--- src/hw/rtl/spring_force_three_mode_unit_macros.svh ---
// ----------------------------------------------------------------------------
// Spring force unit assertion macros
// Concurrent assertion helpers clocked on clk, disabled in reset.
// ----------------------------------------------------------------------------
`ifndef SPRING_FORCE_THREE_MODE_UNIT_MACROS_SVH
`define SPRING_FORCE_THREE_MODE_UNIT_MACROS_SVH
`ifndef NO_ASSERTIONS
`define SFM_ASSERT_IMP(lbl, ante, cons, msg) \
  lbl: assert property (@(posedge clk) disable iff (!rst_n) (ante) |-> (cons)) \
    else $error(msg);
`define SFM_ASSERT_NXT(lbl, ante, cons, msg) \
  lbl: assert property (@(posedge clk) disable iff (!rst_n) (ante) |=> (cons)) \
    else $error(msg);
`else
`define SFM_ASSERT_IMP(lbl, ante, cons, msg)
`define SFM_ASSERT_NXT(lbl, ante, cons, msg)
`endif
`endif

--- src/hw/rtl/sfm_pkg.sv ---
// ----------------------------------------------------------------------------
// Spring force package
// Widths, register and mode codes and shared types.
// ----------------------------------------------------------------------------
package sfm_pkg;

  localparam int POS_W      = 32;
  localparam int SUM_W      = 66;
  localparam int RAD_W      = 68;
  localparam int D_W        = 34;
  localparam int REM_W      = 35;
  localparam int N_W        = 17;
  localparam int MAG_W      = 48;
  localparam int ISQ_STAGES = 34;
  localparam int DIV_STAGES = 17;

  typedef enum logic [1:0] {
    KIND_SPRING = 2'd0,
    KIND_ANCHOR = 2'd1,
    KIND_BUNGEE = 2'd2,
    KIND_NONE   = 2'd3
  } kind_t;

  typedef enum logic [1:0] {
    REG_KIND  = 2'd0,
    REG_STIFF = 2'd1,
    REG_REST  = 2'd2,
    REG_NONE  = 2'd3
  } reg_idx_t;

  typedef struct packed {
    logic       vld;
    logic       kill;
    logic       zero;
    logic       mneg;
    logic [2:0] neg;
  } ctl_t;

  typedef struct packed {
    logic [POS_W-1:0] fx;
    logic [POS_W-1:0] fy;
    logic [POS_W-1:0] fz;
    logic             applies;
  } res_t;

endpackage

--- src/hw/rtl/sfm_isqrt.sv ---
// ----------------------------------------------------------------------------
// Pipelined integer square root
// One root bit per stage, floor root of a 66-bit radicand.
// ----------------------------------------------------------------------------
module sfm_isqrt import sfm_pkg::*; (
  input  logic             clk,
  input  logic             en,
  input  logic [SUM_W-1:0] rad,
  output logic [D_W-1:0]   root
);

  logic [REM_W-1:0] rem_r  [ISQ_STAGES];
  logic [D_W-1:0]   root_r [ISQ_STAGES];
  logic [RAD_W-1:0] rad_r  [ISQ_STAGES];

  for (genvar j = 0; j < ISQ_STAGES; j++) begin : g_stage
    logic [REM_W-1:0] rem_in;
    logic [D_W-1:0]   root_in;
    logic [RAD_W-1:0] rad_in;
    logic [REM_W+1:0] r2;
    logic [REM_W+1:0] trial;
    logic             ge;

    if (j == 0) begin : g_first
      assign rem_in  = '0;
      assign root_in = '0;
      assign rad_in  = {2'b00, rad};
    end else begin : g_next
      assign rem_in  = rem_r[j-1];
      assign root_in = root_r[j-1];
      assign rad_in  = rad_r[j-1];
    end

    assign r2    = {rem_in, rad_in[RAD_W-1 -: 2]};
    assign trial = {1'b0, root_in, 2'b01};
    assign ge    = (r2 >= trial);

    always_ff @(posedge clk) begin
      if (en) begin
        rem_r[j]  <= ge ? REM_W'(r2 - trial) : REM_W'(r2);
        root_r[j] <= {root_in[D_W-2:0], ge};
        rad_r[j]  <= {rad_in[RAD_W-3:0], 2'b00};
      end
    end
  end

  assign root = root_r[ISQ_STAGES-1];

endmodule

--- config.mk ---
export PLATFORM = sky130hd
export DESIGN_NAME = sfm_isqrt
export DESIGN_NICKNAME = d
export VERILOG_FILES = /design/src/hw/rtl/spring_force_three_mode_unit_macros.svh /design/src/hw/rtl/sfm_pkg.sv /design/src/hw/rtl/sfm_isqrt.sv
export SDC_FILE = /design/constraint.sdc
export NUM_CORES = 2
export LEC_CHECK = 0
export CELL_PAD_IN_SITES_DETAIL_PLACEMENT = 1
export CELL_PAD_IN_SITES_GLOBAL_PLACEMENT = 1
export CORE_MARGIN = 4
export CORE_UTILIZATION = 50
export DETAILED_ROUTE_END_ITERATION = 8
export DONT_BUFFER_PORTS = 1
export PLACE_DENSITY_LB_ADDON = 0.1
export SLEW_MARGIN = 20
export SYNTH_ARGS = -nofsm -noshare
export SYNTH_HDL_FRONTEND = slang
export SYNTH_MEMORY_MAX_BITS = 65536
export SYNTH_SLANG_ARGS = --single-unit
--- constraint.sdc ---
create_clock -name clk -period 11.94 [get_ports clk]
set_input_delay 0.597 -clock clk [delete_from_list [all_inputs] [get_ports clk]]
set_output_delay 0.597 -clock clk [all_outputs]
set_load 0.01 [all_outputs]
======== Yosys cells after proc, flatten, opt, wreduce, memory -nomap -nowiden ========
Memories as Yosys holds them, arrays and structs flattened.
Index checks and enable logic that the tools add are counted.
Widths: inputs -> output; s select.
storage, ports and cells
  flip-flop bits (word level) ............. 0
  RAM bits ................................ 4590
  input bits .............................. 68
  output and inout port bits .............. 34
  logic and storage cells ................. 104
  memories kept ........................... 3
memory list
  name    words  width  rd ports  clocked after Yosys merged registers in  write ports  line             source
  rad_r   34     66     33        0                                        34           sfm_isqrt.sv:14  logic [RAD_W-1:0] rad_r [ISQ_STAGES];
  rem_r   34     35     33        0                                        34           sfm_isqrt.sv:12  logic [REM_W-1:0] rem_r [ISQ_STAGES];
  root_r  34     34     34        0                                        34           sfm_isqrt.sv:13  logic [D_W-1:0] root_r [ISQ_STAGES];
cells by class
  add/subtract/negate cells ............... 33
  $lt $le $gt $ge ......................... 33
  mux-type cells .......................... 35
operator list
  kind            count
  $ge 37x36->1    33
  $mux 35         33
  $sub 35x35->35  33
  $mux 1          2

======== Logic depth before layout (Yosys ltp) ========
An unclocked memory read counts as a cell.
  word-level depth ........................ 3
  depth in mapped cells ................... 15
  mapped depth without buffers ............ 14

======== Worst setup path after synthesis ========
Ideal clock, no wire load.
  path type ............................... register to register
  from .................................... mem rem_r[29][3]
  to ...................................... mem rem_r[30][15], data pin
  library setup time ...................... 0.260 ns
  arrival time ............................ 3.590 ns
  required time ........................... 11.680 ns
  slack ................................... 8.090 ns
  cell stages (with the launch flop) ...... 12
  buffers on the path ..................... 1
  period minus slack after synthesis ...... 3.850 ns
  cell sequence ........................... edfxtp_1 ha_1 and3_1 a21boi_1 o41ai_1 o22ai_1 o21ai_1 o221ai_1 a32o_1 nor4_2 clkbuf_1 mux2_2
RTL lines
  item         line
  from (decl)  sfm_isqrt.sv:12

==> flow_metrics.py <==
metrics = {
    "yosys": {
        "yosys.area.top_type": "edfxtp_1",
        "syn_inst": 9693,
        "synth_edf_count": 2750,
        "synth_ff_type": "edfxtp_1",
        "syn_area_sq_um": 127000,
        "avgSynthCellArea_sq_um": 13.1,
        "ys_top_cells_by_area": "edfxtp_1 (65%), ha_1 (5.9%), xor2_1 (3.2%)",
        "ys_types": 89,
        "netlist.area_leader.share": 0.652,
        "synth_seq_cells": 2750,
        "ys_warn_count": 0,
        "synthArstFlopShare": 0,
        "ys_seq_area_frac": 0.652,
    },
    "die": {
        "core-area_sq_um": 252000,
        "die_area_sq_um": 261000,
        "io_pins": 102,
        "die_h_um": 511,
        "dieWidth_um": 511,
        "initial_core_util": 0.503,
        "num_rows": 184,
    },
    "clock_network": {
        "ctsHtreeMaxLevel": 5,
        "cts.sinks": 2750,
        "cts_resized": 0,
        "cts_tree": "built",
        "numCtsBuffers": 313,
        "cts.path.max_buffers": 4,
        "clk_transition_reported_paths_ns": 0.06,
        "cts_root_buffer": "clkbuf_16",
        "clk_latency_ns": 0.95,
    },
    "place": {
        "hpwl_um": 201000,
        "gp_congestion": 0.873,
        "place_ws_ns": 6.84,
        "dp_cells": 12903,
        "portBuffers": 0,
    },
    "timing": {
        "maxSlewViolCount": 0,
        "worst_slew_margin_rel": 0.236,
        "skew_ns": 0.0829,
        "fmax_ghz": 0.209,
        "tightest_slew_ns": 1.15,
        "finalSetupViolations": 0,
        "worst_slack_ns": 7.17,
        "post-route-period-util": 0.400,
        "hold_viol": 0,
        "rsz0062_at_grt": "false",
        "post-route-min-period_ns": 4.77,
        "tns_ns": 0,
    },
    "setup_path": {
        "cp.depth": 11,
        "crit_path_max_fanout": 18,
        "critical_path.top_delay_family": "simple AND/OR/NAND/NOR gates",
        "cp-end-kind": "flip-flop",
        "cpMaxStageDelayCell": "a211oi_2",
        "start_kind": "flip-flop",
        "critPathMaxStageDelay_ns": 0.61,
        "crit_type": "reg -> reg",
        "crit_chain": "or3_4 > or3_1 > or3_1 > or4_1 > or4_4 > a211oi_2 > inv_2 > o2111ai_2 > or4_1 > nor4_1 > xor2_1",
        "r2r_cells": 11,
        "path_buf_inv": 1,
        "arrival_ns": 5.38,
        "required_ns": 12.55,
    },
    "run_status": {
        "outcome": "finished, final reports clean",
    },
    "pwr": {
        "p_leak_nw": 53.8,
        "powerDensity_nw_per_um2": 194,
        "ir_worst_vdd_mv": 0.154,
    },
    "drt": {
        "viasPerCell": 5.60,
        "routed-via-count": 75688,
        "post_drt_wl_per_cell_um": 20.9,
        "drc": 0,
        "drtAntennaViolNets": 0,
        "drt_iter0_drc": 5087,
        "drt_pass1_iterations": 5,
        "finalWirelength_um": 283000,
    },
    "global_route": {
        "grt_max_degree": 245,
        "grt_pass1_wl_um": 450000,
        "grt_util_all_layers": 0.215,
        "antenna_found_initial": 5,
        "grt_pass1_vias": 80452,
        "grt_overflow": 0,
    },
    "cells_and_area": {
        "syn_to_final_growth_pct": 11.7,
        "nFillCells": 24674,
        "regArea_sq_um": 82600,
        "fin_util": 0.562,
        "multi_input_area_sq_um": 40600,
        "nets": 10607,
        "layoutNonFillerInstCount": 13513,
        "drive_gt1_frac": 0.0651,
    },
    "min_path": {
        "hold_class": "in -> reg",
        "hold_depth": 1,
    },
    "job": {
        "maxCapViolations": 0,
    },
}
==> where the power goes <==
group	switching (mW)	internal, mW
Sequential	0.810	12.1
Combinational	3.15	2.17
Clock	3.74	5.39
==> cell usage after synthesis, types with 43 or more instances <==
cell and n:
nor2b_1 76, nor3_1 240, nor2_1 629, nor4_1 128, o31ai_1 66, nand3_1 170, o21a_1 105, xnor2_1 423
nand2b_1 119, nand2_1 638, a211oi_1 48, or2_2 44, o21bai_1 65, o21ai_0 482, mux2_2 84, a31oi_1 43
and3_1 52, a21oi_1 615, inv_1 766, nand4_1 82, xor2_1 460, edfxtp_1 2750, clkbuf_1 164, or3_1 102
a21o_1 247, or4_1 62, ha_1 596
==> state kept, by name, summed over array words and instances (netlist names) <==
register  flops
rad_r      1122
root_r      561
rem_r      1067
==> metrics by stage <==
stage | power, mW | hold WS, ns | area [sq um]
final | 27.4 | 0.0655 | 141000
after floorplan | 16.6 | 0.400 | 127000
after CTS | 27.7 | 0.188 | 141000
after global routing | 28.8 | 0.0437 | 141000
after detailed placement | 18.4 | 0.405 | 131000
after global placement | 18.2 | 0.400 | 131000
==> cell type report <==
type / count / share of cell area
flip-flops and latches: 2750 / 0.584
multi-input cells: 5991 / 0.287
clock buffers: 364 / 0.0569
well taps: 3348 / 0.0296
inverters: 770 / 0.0204
clock inverters: 170 / 0.0114
repair buffers: 117 / 0.0107
diodes: 3 / 0.0000531
==> path summary, 6_finish.rpt <==
| check | end | from | slack (ns) |
|---|---|---|---|
| hold / removal | rad_r[1][38]$_DFFE_PP_ | en | 0.07 |
| setup / recovery | rem_r[13][28]$_DFFE_PP_ | rem_r[12][16]$_DFFE_PP_ | 7.17 |
| hold reg to reg | rad_r[14][45]$_DFFE_PP_ | rad_r[13][43]$_DFFE_PP_ | 0.39 |
| setup reg to reg | rem_r[13][28]$_DFFE_PP_ | rem_r[12][16]$_DFFE_PP_ | 7.17 |
==> metal layers <==
| metal | track usage | wire (um) | up-vias | share of wire |
|---|---|---|---|---|
| met5 | 0 | 0 | - | 0 |
| met4 | 0.0665 | 8920 | 0 | 0.032 |
| met3 | 0.0248 | 8260 | 517 | 0.029 |
| met2 | 0.390 | 147000 | 1147 | 0.52 |
| met1 | 0.268 | 119000 | 37722 | 0.42 |
| li1 | - | - | 36302 | - |
==> cells in the final DEF (no fill, tap or decap), drive strengths merged, types with 170 or more instances in the layout <==
master and n:
edfxtp 2750, inv 779, nand2 639, nor2 629, a21oi 615, ha 596
o21ai 485, xor2 460, xnor2 423, clkbuf 364, a21o 247, nor3 241
nand3 170
==> kinds of logic after synthesis <==
family,Yosys count,synth area share
mux,97,0.00850
flops,2750,0.652
fa+ha+maj,596,0.0589
simple gates,2481,0.0962
other cells,1,0.0000296
xor+xnor,883,0.0611
compound gates,1932,0.0947
buf+inv,953,0.0284
==> repair_timing <==
action / CTS / global route
buffers inserted: 0 / 0
hold buffers: 68 / 0
hold endpoints to repair: 123 / 0
(Power assumes the default switching activity.)
